===== config.mk =====
export PLATFORM = sky130hd
export DESIGN_NAME = motor_command_frame_receiver_flat
export DESIGN_NICKNAME = d
export VERILOG_FILES = /design/src/design/mcfr_pkg.sv /design/src/design/mcfr_evt_if.sv /design/src/design/mcfr_reply_if.sv /design/src/design/motor_command_frame_receiver.sv /design/src/flat_wrapper.sv
export SDC_FILE = /design/constraint.sdc
export NUM_CORES = 1
export LEC_CHECK = 0
export BUFFER_PORTS_ARGS = -buffer_cell sky130_fd_sc_hd__clkbuf_2
export CAP_MARGIN = 20
export CELL_PAD_IN_SITES_DETAIL_PLACEMENT = 1
export CELL_PAD_IN_SITES_GLOBAL_PLACEMENT = 1
export CORE_MARGIN = 8
export CORE_UTILIZATION = 51
export CTS_CLUSTER_DIAMETER = 200
export CTS_CLUSTER_SIZE = 14
export DETAILED_ROUTE_END_ITERATION = 7
export PLACE_DENSITY = 0.84
export SYNTH_ARGS = -nofsm -noshare
export SYNTH_HDL_FRONTEND = slang
export SYNTH_SLANG_ARGS = --single-unit

===== constraint.sdc =====
create_clock -name i_clk -period 7.4 [get_ports i_clk]
set_clock_uncertainty 0.15 [all_clocks]
set_input_delay 0.74 -clock i_clk [delete_from_list [all_inputs] [get_ports i_clk]]
set_output_delay 0.74 -clock i_clk [all_outputs]
set_load 0.05 [all_outputs]

===== src/design/mcfr_pkg.sv =====
// mcfr_pkg: shared types and codes for the motor command frame receiver
// no dependencies; imported by the top level, the reply checker and the testbench

package mcfr_pkg;

    // link phase of the frame receiver
    typedef enum logic [1:0] {
        PH_IDLE = 2'd0,
        PH_RECV = 2'd1,
        PH_EOF  = 2'd2
    } t_phase;

    // bridge mode, as reported on drive_mode
    typedef enum logic [1:0] {
        MODE_COAST = 2'd0,
        MODE_FWD   = 2'd1,
        MODE_REV   = 2'd2,
        MODE_BRAKE = 2'd3
    } t_mode;

    // receive event kinds
    localparam logic [2:0] EV_DATA     = 3'd0;
    localparam logic [2:0] EV_MATCH    = 3'd1;
    localparam logic [2:0] EV_MISMATCH = 3'd2;
    localparam logic [2:0] EV_EOF      = 3'd3;
    localparam logic [2:0] EV_IGNORE   = 3'd4;
    localparam logic [2:0] EV_ERROR    = 3'd5;

    // error codes carried in the second byte of an error frame
    localparam logic [7:0] ERR_MISSING_DATA = 8'd1;
    localparam logic [7:0] ERR_BAD_DATA     = 8'd2;
    localparam logic [7:0] ERR_MISSING_EOF  = 8'd3;

    // configuration register indexes
    localparam logic [2:0] CFG_NODE_ADDRESS = 3'd0;
    localparam logic [2:0] CFG_CODE_FORWARD = 3'd1;
    localparam logic [2:0] CFG_CODE_REVERSE = 3'd2;
    localparam logic [2:0] CFG_CODE_COAST   = 3'd3;
    localparam logic [2:0] CFG_CODE_BRAKE   = 3'd4;
    localparam logic [2:0] CFG_CODE_STATUS  = 3'd5;

    // speed must lie below this limit (and above zero)
    localparam logic [7:0] SPEED_LIMIT = 8'd100;

    // reply frame lengths
    localparam logic [2:0] LEN_NONE   = 3'd0;
    localparam logic [2:0] LEN_ERROR  = 3'd2;
    localparam logic [2:0] LEN_STATUS = 3'd4;

endpackage


===== src/design/mcfr_evt_if.sv =====
// mcfr_evt_if: valid/ready channel for classified receive events
// depends on nothing but the signals it carries

interface mcfr_evt_if;
    logic       valid;
    logic       ready;
    logic [2:0] event_kind;
    logic [7:0] rx_byte;

    modport source (output valid, output event_kind, output rx_byte, input ready);
    modport sink   (input valid, input event_kind, input rx_byte, output ready);
endinterface


===== src/design/mcfr_reply_if.sv =====
// mcfr_reply_if: valid/ready channel for reply frame words
// depends on nothing but the signals it carries

interface mcfr_reply_if;
    logic       valid;
    logic       ready;
    logic [7:0] reply_byte;
    logic       reply_last;
    logic [1:0] drive_mode;
    logic [6:0] drive_duty;

    modport source (output valid, output reply_byte, output reply_last,
                    output drive_mode, output drive_duty, input ready);
    modport sink   (input valid, input reply_byte, input reply_last,
                    input drive_mode, input drive_duty, output ready);
endinterface


===== src/design/motor_command_frame_receiver.sv =====
// motor_command_frame_receiver: frame decoder and reply generator for an h-bridge node
// depends on mcfr_pkg, mcfr_evt_if and mcfr_reply_if

// Takes one classified receive event per word on i_evt. After an address match
// it collects command, speed and check bytes, then expects end of frame; a good
// motor command updates the bridge mode and duty and, like a status query, is
// answered with a 4-word status frame (node address, check byte, code of the
// current mode, speed), a failed one with a 2-word error frame (node address,
// error code). Each event is decoded in the cycle it is accepted and its reply
// is loaded into a 4-word reply shift register, which then drains one word per
// cycle on o_reply while o_reply.ready is high. An event that causes no reply
// leaves the input ready; one that causes a reply holds the input until its
// last reply word leaves, and a new event is taken in the same cycle that word
// leaves. Configuration writes on i_cfg_* take effect at the next clock edge
// and are expected only while idle.

module motor_command_frame_receiver
    import mcfr_pkg::*;
(
    input  logic         i_clk,
    input  logic         i_rst_n,
    input  logic         i_cfg_we,
    input  logic [2:0]   i_cfg_index,
    input  logic [7:0]   i_cfg_data,
    mcfr_evt_if.sink     i_evt,
    mcfr_reply_if.source o_reply
);

    // configuration registers
    logic [7:0] r_node_address;
    logic [7:0] r_code_forward;
    logic [7:0] r_code_reverse;
    logic [7:0] r_code_coast;
    logic [7:0] r_code_brake;
    logic [7:0] r_code_status;

    // link state
    t_phase     r_phase, n_phase;
    logic [1:0] r_taken, n_taken;
    logic [7:0] r_held_cmd, n_held_cmd;
    logic [7:0] r_held_speed, n_held_speed;
    logic [7:0] r_held_check, n_held_check;
    t_mode      r_mode, n_mode;
    logic [7:0] r_speed, n_speed;

    // reply shift register: word 0 is always the one on offer
    logic [7:0] r_frame [4];
    logic [7:0] n_frame [4];
    logic [2:0] r_remain;
    logic [2:0] n_len;
    t_mode      r_frame_mode;
    logic [6:0] r_frame_duty;

    logic       evt_acc;
    logic       reply_take;
    logic       known_cmd;
    logic       frame_ok;
    logic [7:0] err_code;
    logic       send_status;
    logic [7:0] mode_code;
    logic [6:0] n_duty;

    // handshakes: a new event enters once the reply register is empty or is
    // giving up its last word in this cycle
    assign reply_take  = o_reply.valid && o_reply.ready;
    assign i_evt.ready = (r_remain == LEN_NONE) || ((r_remain == 3'd1) && o_reply.ready);
    assign evt_acc     = i_evt.valid && i_evt.ready;

    // frame checks on the held bytes
    assign known_cmd = (r_held_cmd == r_code_forward) || (r_held_cmd == r_code_reverse) ||
                       (r_held_cmd == r_code_coast)   || (r_held_cmd == r_code_brake);
    assign frame_ok  = (r_held_speed != 8'd0) && (r_held_speed < SPEED_LIMIT) &&
                       (r_held_check == (r_held_cmd ^ r_held_speed));

    // next link phase
    always_comb begin
        n_phase = r_phase;
        if (evt_acc) begin
            unique case (r_phase)
                PH_IDLE: begin
                    if (i_evt.event_kind == EV_MATCH) begin
                        n_phase = PH_RECV;
                    end
                end
                PH_RECV: begin
                    if (i_evt.event_kind != EV_DATA) begin
                        n_phase = PH_IDLE;
                    end else if (r_taken == 2'd2) begin
                        n_phase = PH_EOF;
                    end
                end
                PH_EOF:  n_phase = PH_IDLE;
                default: n_phase = PH_IDLE;
            endcase
        end
    end

    // held bytes, motor state and reply selection
    always_comb begin
        n_taken      = r_taken;
        n_held_cmd   = r_held_cmd;
        n_held_speed = r_held_speed;
        n_held_check = r_held_check;
        n_mode       = r_mode;
        n_speed      = r_speed;
        n_len        = LEN_NONE;
        err_code     = ERR_BAD_DATA;
        send_status  = 1'b0;
        if (evt_acc) begin
            unique case (r_phase)
                PH_IDLE: begin
                    if (i_evt.event_kind == EV_MATCH) begin
                        n_taken      = 2'd0;
                        n_held_cmd   = 8'd0;
                        n_held_speed = 8'd0;
                        n_held_check = 8'd0;
                    end
                end
                PH_RECV: begin
                    if (i_evt.event_kind != EV_DATA) begin
                        n_len    = LEN_ERROR;
                        err_code = ERR_MISSING_DATA;
                    end else begin
                        case (r_taken)
                            2'd0: n_held_cmd   = i_evt.rx_byte;
                            2'd1: n_held_speed = i_evt.rx_byte;
                            default: n_held_check = i_evt.rx_byte;
                        endcase
                        n_taken = r_taken + 2'd1;
                    end
                end
                PH_EOF: begin
                    if (i_evt.event_kind != EV_EOF) begin
                        n_len    = LEN_ERROR;
                        err_code = ERR_MISSING_EOF;
                    end else if (known_cmd) begin
                        if (!frame_ok) begin
                            n_len    = LEN_ERROR;
                            err_code = ERR_BAD_DATA;
                        end else begin
                            n_len       = LEN_STATUS;
                            send_status = 1'b1;
                            // first match wins: forward, reverse, coast, brake
                            if (r_held_cmd == r_code_forward) begin
                                n_mode  = MODE_FWD;
                                n_speed = r_held_speed;
                            end else if (r_held_cmd == r_code_reverse) begin
                                n_mode  = MODE_REV;
                                n_speed = r_held_speed;
                            end else if (r_held_cmd == r_code_coast) begin
                                n_mode  = MODE_COAST;
                                n_speed = 8'd1;
                            end else begin
                                n_mode  = MODE_BRAKE;
                                n_speed = r_held_speed;
                            end
                        end
                    end else if (r_held_cmd == r_code_status) begin
                        n_len       = LEN_STATUS;
                        send_status = 1'b1;
                    end else begin
                        n_len    = LEN_ERROR;
                        err_code = ERR_BAD_DATA;
                    end
                end
                default: begin
                    // unused phase: back to idle with the frame cleared
                    n_taken      = 2'd0;
                    n_held_cmd   = 8'd0;
                    n_held_speed = 8'd0;
                    n_held_check = 8'd0;
                end
            endcase
            // every reply clears the frame
            if (n_len != LEN_NONE) begin
                n_taken      = 2'd0;
                n_held_cmd   = 8'd0;
                n_held_speed = 8'd0;
                n_held_check = 8'd0;
            end
        end
    end

    // reply words, built from the mode after this event
    always_comb begin
        unique case (n_mode)
            MODE_FWD:   mode_code = r_code_forward;
            MODE_REV:   mode_code = r_code_reverse;
            MODE_BRAKE: mode_code = r_code_brake;
            default:    mode_code = r_code_coast;
        endcase
        n_duty = ((n_mode == MODE_FWD) || (n_mode == MODE_REV)) ? n_speed[6:0] : 7'd0;
        n_frame[0] = r_node_address;
        if (send_status) begin
            n_frame[1] = r_held_check;
            n_frame[2] = mode_code;
            n_frame[3] = n_speed;
        end else begin
            n_frame[1] = err_code;
            n_frame[2] = 8'd0;
            n_frame[3] = 8'd0;
        end
    end

    // configuration registers
    always_ff @(posedge i_clk) begin
        if (!i_rst_n) begin
            r_node_address <= 8'd0;
            r_code_forward <= 8'd1;
            r_code_reverse <= 8'd2;
            r_code_coast   <= 8'd3;
            r_code_brake   <= 8'd4;
            r_code_status  <= 8'd5;
        end else if (i_cfg_we) begin
            unique case (i_cfg_index)
                CFG_NODE_ADDRESS: r_node_address <= i_cfg_data;
                CFG_CODE_FORWARD: r_code_forward <= i_cfg_data;
                CFG_CODE_REVERSE: r_code_reverse <= i_cfg_data;
                CFG_CODE_COAST:   r_code_coast   <= i_cfg_data;
                CFG_CODE_BRAKE:   r_code_brake   <= i_cfg_data;
                CFG_CODE_STATUS:  r_code_status  <= i_cfg_data;
                default: ;
            endcase
        end
    end

    // link and motor state
    always_ff @(posedge i_clk) begin
        if (!i_rst_n) begin
            r_phase      <= PH_IDLE;
            r_taken      <= 2'd0;
            r_held_cmd   <= 8'd0;
            r_held_speed <= 8'd0;
            r_held_check <= 8'd0;
            r_mode       <= MODE_COAST;
            r_speed      <= 8'd1;
        end else begin
            r_phase      <= n_phase;
            r_taken      <= n_taken;
            r_held_cmd   <= n_held_cmd;
            r_held_speed <= n_held_speed;
            r_held_check <= n_held_check;
            r_mode       <= n_mode;
            r_speed      <= n_speed;
        end
    end

    // reply word count
    always_ff @(posedge i_clk) begin
        if (!i_rst_n) begin
            r_remain <= LEN_NONE;
        end else if (evt_acc) begin
            r_remain <= n_len;
        end else if (reply_take) begin
            r_remain <= r_remain - 3'd1;
        end
    end

    // reply payload: load on a new reply, shift on each word taken
    always_ff @(posedge i_clk) begin
        if (evt_acc && (n_len != LEN_NONE)) begin
            r_frame      <= n_frame;
            r_frame_mode <= n_mode;
            r_frame_duty <= n_duty;
        end else if (reply_take) begin
            r_frame[0] <= r_frame[1];
            r_frame[1] <= r_frame[2];
            r_frame[2] <= r_frame[3];
        end
    end

    assign o_reply.valid      = (r_remain != LEN_NONE);
    assign o_reply.reply_byte = r_frame[0];
    assign o_reply.reply_last = (r_remain == 3'd1);
    assign o_reply.drive_mode = r_frame_mode;
    assign o_reply.drive_duty = r_frame_duty;

    // the end-of-frame phase is reached only with all three bytes held
    a_eof_full: assert property (@(posedge i_clk) disable iff (!i_rst_n)
        (r_phase == PH_EOF) |-> (r_taken == 2'd3))
        else $error("end-of-frame phase without three held bytes");

    // a reply never holds more than a status frame
    a_remain_bound: assert property (@(posedge i_clk) disable iff (!i_rst_n)
        (r_remain <= LEN_STATUS))
        else $error("reply word count out of range");

    // an event that raises a reply is offered on the next cycle with its full length
    a_reply_load: assert property (@(posedge i_clk) disable iff (!i_rst_n)
        (evt_acc && (n_len != LEN_NONE)) |=> (o_reply.valid && (r_remain == $past(n_len))))
        else $error("reply not loaded after event");

    // duty is zero unless the bridge drives forward or reverse
    a_duty_mode: assert property (@(posedge i_clk) disable iff (!i_rst_n)
        (o_reply.valid && (r_frame_mode == MODE_COAST || r_frame_mode == MODE_BRAKE))
            |-> (o_reply.drive_duty == 7'd0))
        else $error("duty reported while coasting or braking");

endmodule


===== src/flat_wrapper.sv =====
// flat-port wrapper written by rule: the top's interface ports become plain ports
module motor_command_frame_receiver_flat import mcfr_pkg::*;
  (i_clk, i_rst_n, i_cfg_we, i_cfg_index, i_cfg_data, i_evt_valid, i_evt_event_kind, i_evt_rx_byte, i_evt_ready, o_reply_valid, o_reply_reply_byte, o_reply_reply_last, o_reply_drive_mode, o_reply_drive_duty, o_reply_ready);
  mcfr_evt_if i_evt_i ();
  mcfr_reply_if o_reply_i ();
  input  logic i_clk;
  input  logic i_rst_n;
  input  logic i_cfg_we;
  input  logic [2:0] i_cfg_index;
  input  logic [7:0] i_cfg_data;
  input wire logic [$bits(i_evt_i.valid)-1:0] i_evt_valid;
  input wire logic [$bits(i_evt_i.event_kind)-1:0] i_evt_event_kind;
  input wire logic [$bits(i_evt_i.rx_byte)-1:0] i_evt_rx_byte;
  output wire logic [$bits(i_evt_i.ready)-1:0] i_evt_ready;
  output wire logic [$bits(o_reply_i.valid)-1:0] o_reply_valid;
  output wire logic [$bits(o_reply_i.reply_byte)-1:0] o_reply_reply_byte;
  output wire logic [$bits(o_reply_i.reply_last)-1:0] o_reply_reply_last;
  output wire logic [$bits(o_reply_i.drive_mode)-1:0] o_reply_drive_mode;
  output wire logic [$bits(o_reply_i.drive_duty)-1:0] o_reply_drive_duty;
  input wire logic [$bits(o_reply_i.ready)-1:0] o_reply_ready;
  assign i_evt_i.valid = i_evt_valid;
  assign i_evt_i.event_kind = i_evt_event_kind;
  assign i_evt_i.rx_byte = i_evt_rx_byte;
  assign i_evt_ready = i_evt_i.ready;
  assign o_reply_valid = o_reply_i.valid;
  assign o_reply_reply_byte = o_reply_i.reply_byte;
  assign o_reply_reply_last = o_reply_i.reply_last;
  assign o_reply_drive_mode = o_reply_i.drive_mode;
  assign o_reply_drive_duty = o_reply_i.drive_duty;
  assign o_reply_i.ready = o_reply_ready;
  motor_command_frame_receiver u_core (.i_clk(i_clk), .i_rst_n(i_rst_n), .i_cfg_we(i_cfg_we), .i_cfg_index(i_cfg_index), .i_cfg_data(i_cfg_data), .i_evt(i_evt_i), .o_reply(o_reply_i));
endmodule

=== Word-level counts from Yosys, hierarchy flattened ===
Index checks and enable logic that the tools add are counted.

* Add/sub/neg operators: 2
* Magnitude comparators: 1
* Eq/ne operators: 29
* Mux-type cells: 61
* Bitwise logic cells: 1
* Reductions and logical operators: 34

{| class="wikitable"
|+ Operators with widths
! kind !! number
|-
| $mux W8 || 19
|-
| $pmux W8 S3 || 4
|-
| $mux W24 || 3
|-
| $eq A8 B8 Y1 || 6
|-
| $mux W2 || 16
|-
| $mux W3 || 8
|-
| $pmux W8 S2 || 1
|-
| $reduce_and A5 Y1 || 3
|-
| $ne A3 B1 Y1 const B || 4
|-
| $reduce_and A2 Y1 || 6
|-
| $reduce_bool A3 Y1 || 4
|-
| $eq A3 B1 Y1 const B || 3
|-
| $eq A2 B2 Y1 const B || 4
|-
| $lt A8 B7 Y1 const B || 1
|-
| $reduce_bool A8 Y1 || 1
|-
| $xor A8 B8 Y8 || 1
|-
| $mux W1 || 7
|-
| $eq A2 B1 Y1 const B || 3
|-
| $eq A3 B2 Y1 const B || 2
|-
| $eq A3 B3 Y1 const B || 2
|-
| $logic_and A1 B1 Y1 || 6
|-
| $logic_not A3 Y1 || 2
|-
| $ne A3 B2 Y1 const B || 2
|-
| $pmux W2 S3 || 1
|-
| other kinds (12) || 19
|}

* Register bits after elaboration: 130
* Input bits: 27
* Output and inout port bits: 20
* Word-level logic and storage cells: 148

=== Depth between registers and ports, before layout ===
Gate-level depths: netlist (run 1).

* Depth in word-level cells: 13
* Depth in mapped cells: 16
* Gate-level depth less buffers: 13

=== Least setup slack after synthesis (run 1) ===
Ideal clock, no wire load.

* Path type: input port to flip-flop
* From: in o_reply_ready
* To: reg u_core.r_frame[12] (netlist name) (data pin)
* Library setup time: 0.257 ns
* Data arrival time: 3.887 ns
* Data required time: 6.993 ns
* Path slack: 3.107 ns
* Cell stages on the path: 14
* Buffers on the path: 3
* Path through: a21oi_1 > nor2_1 > and2_1 > clkbuf_1 > nand2_1 > or3b_1 > buf_6 > mux2i_1 > inv_1 > ha_1 > buf_1 > a222oi_1 > o21ai_0 > a22o_2

* Cells in the longest elaborated chain, start to end: 8
* Elaborated cells between the ends (all ways): 14
* Classes of those cells: eq/ne (3); mux (6); reduce/logical (5)

{| class="wikitable"
|+ Ends and longest elaborated chain
! element !! line !! source
|-
| from (decl) || flat_wrapper.sv:20 || <nowiki>input wire logic [$bits(o_reply_i.ready)-1:0] o_reply_ready;</nowiki>
|-
| $logic_and A1 B1 Y1 (*) || motor_command_frame_receiver.sv:66 || <nowiki>assign i_evt.ready = (r_remain == LEN_NONE) || ((r_remain == 3'd1) && o_reply.ready);</nowiki>
|-
| $logic_or A1 B1 Y1 (*) || motor_command_frame_receiver.sv:66 ||
|-
| named net i_evt_ready || flat_wrapper.sv:14 || <nowiki>output wire logic [$bits(i_evt_i.ready)-1:0] i_evt_ready;</nowiki>
|-
| $logic_and A1 B1 Y1 (*) || motor_command_frame_receiver.sv:67 || <nowiki>assign evt_acc = i_evt.valid && i_evt.ready;</nowiki>
|-
| $mux W2 (*) || motor_command_frame_receiver.sv:109 || <nowiki>if (evt_acc) begin</nowiki>
|-
| named net u_core.n_mode[0] || motor_command_frame_receiver.sv:43 || <nowiki>t_mode r_mode, n_mode;</nowiki>
|-
| $eq A2 B2 Y1 or $eq A2 B1 Y1 (tied branches) || motor_command_frame_receiver.sv:186 || <nowiki>unique case (n_mode)</nowiki>
|-
| $pmux W8 S3 (*) || motor_command_frame_receiver.sv:186 ||
|-
| $mux W24 (*) || motor_command_frame_receiver.sv:194 || <nowiki>if (send_status) begin</nowiki>
|-
| $mux W24 (*) || motor_command_frame_receiver.sv:261 || <nowiki>if (evt_acc && (n_len != LEN_NONE)) begin</nowiki>
|-
| to (signal assigned) || motor_command_frame_receiver.sv:262 || <nowiki>r_frame <= n_frame;</nowiki>
|-
| to (decl) || motor_command_frame_receiver.sv:47 || <nowiki>logic [7:0] r_frame [4];</nowiki>
|}

The timed path passes the listed nets; every way through them passes the cells marked *.
A chain may end at the register's enable or synchronous reset.

=== Worst setup path in the final report (run 1) ===
* From: reg u_core.r_held_cmd[5]
* To: reg u_core.r_frame[10] (netlist name) (data pin)

* Cells in the longest elaborated chain, start to end: 13
* Elaborated cells between the ends (all ways): 40
* Classes of those cells: eq/ne (9); mux (24); bitwise (1); reduce/logical (6)

{| class="wikitable"
|+ Ends and longest elaborated chain
! element !! line !! source
|-
| from (decl) || motor_command_frame_receiver.sv:40 || <nowiki>logic [7:0] r_held_cmd, n_held_cmd;</nowiki>
|-
| from (signal assigned) || motor_command_frame_receiver.sv:240 || <nowiki>r_held_cmd <= n_held_cmd;</nowiki>
|-
| $eq A8 B8 Y1 || motor_command_frame_receiver.sv:71, motor_command_frame_receiver.sv:150 ||
|-
| $mux W2 || motor_command_frame_receiver.sv:150 || <nowiki>end else if (r_held_cmd == r_code_coast) begin</nowiki>
|-
| $mux W2 || motor_command_frame_receiver.sv:147 || <nowiki>end else if (r_held_cmd == r_code_reverse) begin</nowiki>
|-
| $mux W2 || motor_command_frame_receiver.sv:144 || <nowiki>if (r_held_cmd == r_code_forward) begin</nowiki>
|-
| $mux W2 || motor_command_frame_receiver.sv:137 || <nowiki>if (!frame_ok) begin</nowiki>
|-
| $mux W2 (*) || motor_command_frame_receiver.sv:136 || <nowiki>end else if (known_cmd) begin</nowiki>
|-
| $mux W2 (*) || motor_command_frame_receiver.sv:133 || <nowiki>if (i_evt.event_kind != EV_EOF) begin</nowiki>
|-
| $mux W2 (*) || motor_command_frame_receiver.sv:110 || <nowiki>unique case (r_phase)</nowiki>
|-
| $mux W2 (*) || motor_command_frame_receiver.sv:109 ||
|-
| named net u_core.n_mode[0] || motor_command_frame_receiver.sv:43 ||
|-
| $eq A2 B2 Y1 or $eq A2 B1 Y1 (tied branches) || motor_command_frame_receiver.sv:186 ||
|-
| $pmux W8 S3 (*) || motor_command_frame_receiver.sv:186 ||
|-
| $mux W24 (*) || motor_command_frame_receiver.sv:194 ||
|-
| $mux W24 (*) || motor_command_frame_receiver.sv:261 ||
|}

The timed path passes the listed nets; every way through them passes the cells marked *. The select of a mux whose other input is x is not followed.

==> metrics.csv, run 1 <==
metric,value,unit
yosysSeqAreaShare,46.4,%
run_status,finished clean,
n_antenna_cell,0,
ctsResizeCount,0,
ant_nets,0,
period_needed,4.30,ns
final.period_utilization,58.2,%
area.growth.synth_to_final,12.4,%
cp_data_required_time,7.42,ns
fin_ws,3.10,ns
startpoint_type,flip-flop,
grt_max_degree,90,
ys.flop_type,dfxtp_1,
io_pins,47,
slowest_delay,0.64,ns
slew_headroom,29.2,%
power_leakage,3.03,nW
multi_input_area,0.00317,mm^2
p_per_area,274,mW/mm^2
drcViolationCount,0,
hp-class,reg2reg,
vias,5067,
async_flop_share,0,%
clock-sinks,130,
ir_worst_vdd,0.155,mV
final_cell_mix,"nand2_1 (151), dfxtp_1 (89), clkbuf_2 (46)",
yosysWarnings,0,
layout_commonest_cell,nand2_1,
nets,755,
cts_inserted_buffers,17,
start_util,51.9,%
cts_tree,done,
hold_viol,0,
die-area,0.0166,mm^2
cp_slowest_cell,or3b_1,
first_pass_iters,7,
drt_iter0_drc,393,
worstSetupPathType,reg2reg,
routed_wirelength,18700,um
cts_buffer_depth,2,
cp-end-kind,flip-flop,
cts_setup_buffers,0,
core-area,0.0125,mm^2
setup_tns,0,ns
avgRoutedWirePerCell,20.8,um
track_usage,23.7,%
dpl_worst_slack,2.83,ns
syn_inst,687,
dieHeight,129,um
cts_root_buf,clkbuf_16,
port-buffer-count,46,
insertion_delay,0.42,ns
cp.arrival,4.33,ns
syn_area_per_cell,9.45,um^2
timing_worst_slew_pin_value,1.06,ns
num-fill-cells,1432,
crit_chain,xor2_1 -> nor4_2 -> nand2_2 -> and4bb_4 -> or3b_1 -> mux2i_1 -> inv_1 -> ha_1 -> a222oi_1 -> o21ai_0 -> a22o_1,
vias_per_cell,5.64,
place_congestion,0.925,
clk_pin_slew,0.06,ns
syn_area,0.00649,mm^2
cts_hold_buffers,0,
slew_violations,0,
drive_above_1_share,13.1,%
grt_pass1_vias,5388,
maxCapViolations,0,
finalNonFillerCells,899,
seq_area,0.00301,mm^2
place_inst,867,
crit_fanout,10,
synth-edff-count,41,
grt-ovfl-total,0,
core.rowCount,41,
fp.dieW,129,um
max_clock_freq,232,MHz
setup_viol,0,
antenna_found_initial,0,
post-route-util,58.3,%
htree_levels,4,
synth_seq_cells,130,
synth_nets,727,
rsz0062_at_grt,false,
grt_pass1_wl,29900,um
synthDistinctLibCells,52,
dp_hpwl,13400,um
final cells by class:
cell class / instances / share of cell area, %
clock buffers: 26 / 6.70
well taps: 172 / 2.95
flip-flops and latches: 130 / 41.3
multi-input cells: 495 / 43.5
repair buffers: 49 / 3.74
clock inverters: 5 / 0.754
inverters: 22 / 1.13
layer usage:
metal | global-route usage [%] | part of all wire, % | vias up
met5 | 0 | 0 | -
met4 | 8.29 | 1.9 | 0
met3 | 4.80 | 5.6 | 26
met2 | 39.7 | 49 | 122
met1 | 29.6 | 43 | 2504
li1 | - | - | 2415
kinds of logic (layout without fill, tap and decap cells):
family | count (synthesis) | in the layout | synth area share, %
multiplexers | 35 | 35 | 5.47
XOR/XNOR | 53 | 53 | 7.15
buffers and inverters | 62 | 102 | 4.78
flip-flops | 130 | 130 | 46.4
adder cells (fa/ha/maj) | 13 | 13 | 2.50
AO/OA/AOI/OAI | 114 | 114 | 12.9
AND/OR/NAND/NOR | 280 | 280 | 20.8
critical path: cells and delay by family (launching register included):
family                     cells  cell delay (ns)
and+or+nand+nor                4             1.54
AOI/OAI and AO/OA              3             0.79
DFF                            1             0.55
muxes                          1             0.40
adders and majority gates      1             0.32
xor gates and xnor gates       1             0.16
buffers and inverters          1             0.15
path summary, 6_finish.rpt:
kind / startpoint / end / slack (ns) / cells past startpoint
setup / recovery: u_core.r_held_cmd[5]$_SDFFE_PN0P_ / u_core.r_frame[10]$_DFFE_PP_ / 3.10 / 11
setup reg to reg: u_core.r_held_cmd[5]$_SDFFE_PN0P_ / u_core.r_frame[10]$_DFFE_PP_ / 3.10 / 11
hold reg to reg: u_core.r_node_address[3]$_SDFFE_PN0P_ / u_core.r_node_address[3]$_SDFFE_PN0P_ / 0.32 / 2
hold / removal: u_core.r_node_address[3]$_SDFFE_PN0P_ / u_core.r_node_address[3]$_SDFFE_PN0P_ / 0.32 / 2
report_power, final:
group	internal, W	switching [W]
Clock	0.000486	0.000297
Sequential	0.000816	0.0000299
Combinational	0.000114	0.000254
state kept, by name (all words and copies together), names as in the netlist:
name	count
u_core.r_frame	24
u_core.o_reply.reply_byte	8
u_core.r_code_brake	8
u_core.r_code_coast	8
u_core.r_code_forward	8
u_core.r_code_reverse	8
u_core.r_code_status	8
u_core.r_held_check	8
u_core.r_held_cmd	8
u_core.r_held_speed	8
u_core.r_node_address	8
u_core.r_speed	8
u_core.o_reply.drive_duty	7
u_core.r_remain	3
u_core.o_reply.drive_mode	2
u_core.r_mode	2
u_core.r_phase	2
u_core.r_taken	2
through the flow:
step | area, um^2 | hold slack (ns) | total power [W]
2_1_floorplan | 6490 | 0.294 | 0.00113
3_3_place_gp | 6730 | 0.314 | 0.00119
3_5_place_dp | 6730 | 0.322 | 0.00121
4_1_cts | 7270 | 0.328 | 0.00199
5_1_grt | 7300 | 0.350 | 0.00207
6_report | 7300 | 0.323 | 0.00200
cell usage after synthesis (all sizes together), types with 2 or more instances:
master | n | area [um^2]
nand4 | 7 | 43.8
o21ai | 16 | 80.1
nand2b | 7 | 51.3
xnor2 | 26 | 228
nor4 | 7 | 56.3
buf | 25 | 171
nand3 | 11 | 55.1
o22ai | 6 | 37.5
clkbuf | 15 | 56.3
nand2 | 152 | 573
or3 | 5 | 36.3
inv | 21 | 78.8
dfxtp | 89 | 1780
or4b | 2 | 20.0
a21boi | 45 | 338
mux2i | 34 | 340
a22o | 14 | 135
nor3 | 9 | 45.0
nor2b | 37 | 231
o31ai | 3 | 22.5
edfxtp | 41 | 1230
and3 | 10 | 62.6
a222oi | 8 | 80.1
nor2 | 21 | 78.8
or2 | 2 | 12.5
ha | 13 | 163
nand3b | 2 | 15.0
a211oi | 2 | 15.0
and2 | 4 | 25.0
xor2 | 27 | 236
a21oi | 15 | 86.3
(Power assumes the default switching activity.)
==> inputs of run 2 (changes only) <==
Settings changed: CORE_UTILIZATION 51 to 47, PLACE_DENSITY 0.84 to 0.78.
Clock period 7.4 ns to 4.05 ns, I/O delays scaled along.
==> metrics.csv, run 2 (synthesis gave the netlist of run 1 again) <==
metric,value,unit
run_status,finished clean,
routed_wirelength,19300,um
dp_hpwl,14000,um
grt-ovfl-total,0,
layout_commonest_cell,nand2_1,
hp-class,in2reg,
dpl_worst_slack,0.131,ns
slowest_delay,0.50,ns
insertion_delay,0.43,ns
multi_input_area,0.00317,mm^2
antenna_found_initial,0,
fp.dieW,134,um
n_antenna_cell,0,
grt_pass1_vias,5444,
avgRoutedWirePerCell,21.1,um
max_clock_freq,256,MHz
core.rowCount,43,
start_util,47.5,%
cts_setup_buffers,0,
rsz0062_at_grt,false,
cts_root_buf,clkbuf_16,
setup_viol,0,
cpLargestDelayFamily,simple AND/OR/NAND/NOR gates,
cts_inserted_buffers,17,
cp-end-kind,flip-flop,
path_buf_inv,1,
vias_per_cell,5.60,
dieHeight,134,um
seq_area,0.00302,mm^2
grt_max_degree,60,
cp_data_required_time,4.08,ns
largest_register,u_core.r_frame,
track_usage,22.2,%
r2r_start,u_core.r_held_cmd[4]$_SDFFE_PN0P_,
ant_nets,0,
grt_pass1_wl,30600,um
worstSetupPathType,reg2reg,
htree_levels,4,
clk_pin_slew,0.06,ns
nets,764,
die-area,0.0178,mm^2
cts_hold_buffers,0,
drt_iter0_drc,341,
drcViolationCount,0,
crit_fanout,8,
clock-sinks,130,
ir_worst_vdd,0.257,mV
p_per_area,516,mW/mm^2
area.growth.synth_to_final,14.7,%
setup_tns,0,ns
final_cell_mix,"nand2_1 (151), dfxtp_1 (87), clkbuf_2 (46)",
cp.arrival,3.93,ns
port-buffer-count,46,
post-route-cell-area,0.00745,mm^2
post-route-util,54.5,%
place_congestion,0.898,
power_leakage,3.11,nW
core-area,0.0137,mm^2
largest_reg_flops,24,
drive_above_1_share,14.9,%
hold_viol,0,
slew_violations,0,
cp-startpoint,u_core.r_held_cmd[4]$_SDFFE_PN0P_,
crit_chain,xor2_1 -> nor4_2 -> nand2_2 -> and4bb_4 -> or3b_1 -> mux2i_1 -> inv_1 -> ha_1 -> a222oi_1 -> o21ai_0 -> a22o_2,
cts_buffer_depth,2,
fin_ws,0.147,ns
cts_tree,done,
holdCritStartpoint,i_cfg_data[4],
cp_slowest_cell,dfxtp_1,
final.period_utilization,96.4,%
slew_headroom,29.1,%
num-fill-cells,1564,
timing_worst_slew_pin_value,1.06,ns
period_needed,3.90,ns
vias,5137,
first_pass_iters,5,
startpoint_type,flip-flop,
maxCapViolations,0,
placed_cell_area,0.00682,mm^2
io_pins,47,
-- run 2: cell types whose count changed in the layout (fill, tap and decap cells not counted), sizes merged --
cell / delta
buf: +9
bufinv: +2
clkbuf: -1
clkinv: -1
clkinvlp: +1
-- run 2: tightest hold or removal path, delay by kind of cell --
family / cells / cell delay [ns]
AOI/OAI and AO/OA: 1 / 0.07
buffers and inverters: 1 / 0.15
and+or+nand+nor: 1 / 0.07
-- run 2: what timing repair did --
item / CTS / global route
endpoints found under the setup margin: 0 / 4
hold endpoints to repair: 0 / 0
resized for setup: 0 / 2
-- run 2: final timing paths --
check	to	slack, ns	cells after the start
hold / removal	u_core.r_code_forward[4]$_SDFFE_PN0P_	0.18	3
setup reg to reg	u_core.r_frame[15]$_DFFE_PP_	0.15	11
hold reg to reg	u_core.r_node_address[6]$_SDFFE_PN0P_	0.33	2
setup / recovery	u_core.r_frame[15]$_DFFE_PP_	0.15	11
-- run 2: where the power goes --
part	internal, W	switching, W
combinational	0.000186	0.000458
sequential	0.00149	0.0000531
clock	0.00108	0.000581
-- run 2: stage by stage --
stage	total power, W	instances	hold slack, ns
final	0.00385	917	0.176
after floorplan	0.00207	687	0.294
after CTS	0.00387	917	0.167
after global routing	0.00398	917	0.200
after detailed placement	0.00221	885	0.320
after global placement	0.00218	885	0.315
-- run 2: layer usage --
layer  global-route usage [%]  share of wire [%]  wire (um)  vias to the layer above
met5                        0                  0          0                        -
met1                     27.9                 44       8600                     2552
met2                     36.8                 49       9480                      129
met4                     8.05                1.9        372                        0
li1                         -                  -          -                     2430
met3                     4.71                4.5        868                       26
-- run 2: final cells by class --
type                       instances  share of cell area [%]
clock buffer                      25                    6.95
clock inverter                     7                    1.56
inverter                          22                    1.11
multi-input combinational        495                    42.6
sequential                       130                    40.5
tap                              180                    3.02
timing repair buffer              58                    4.30
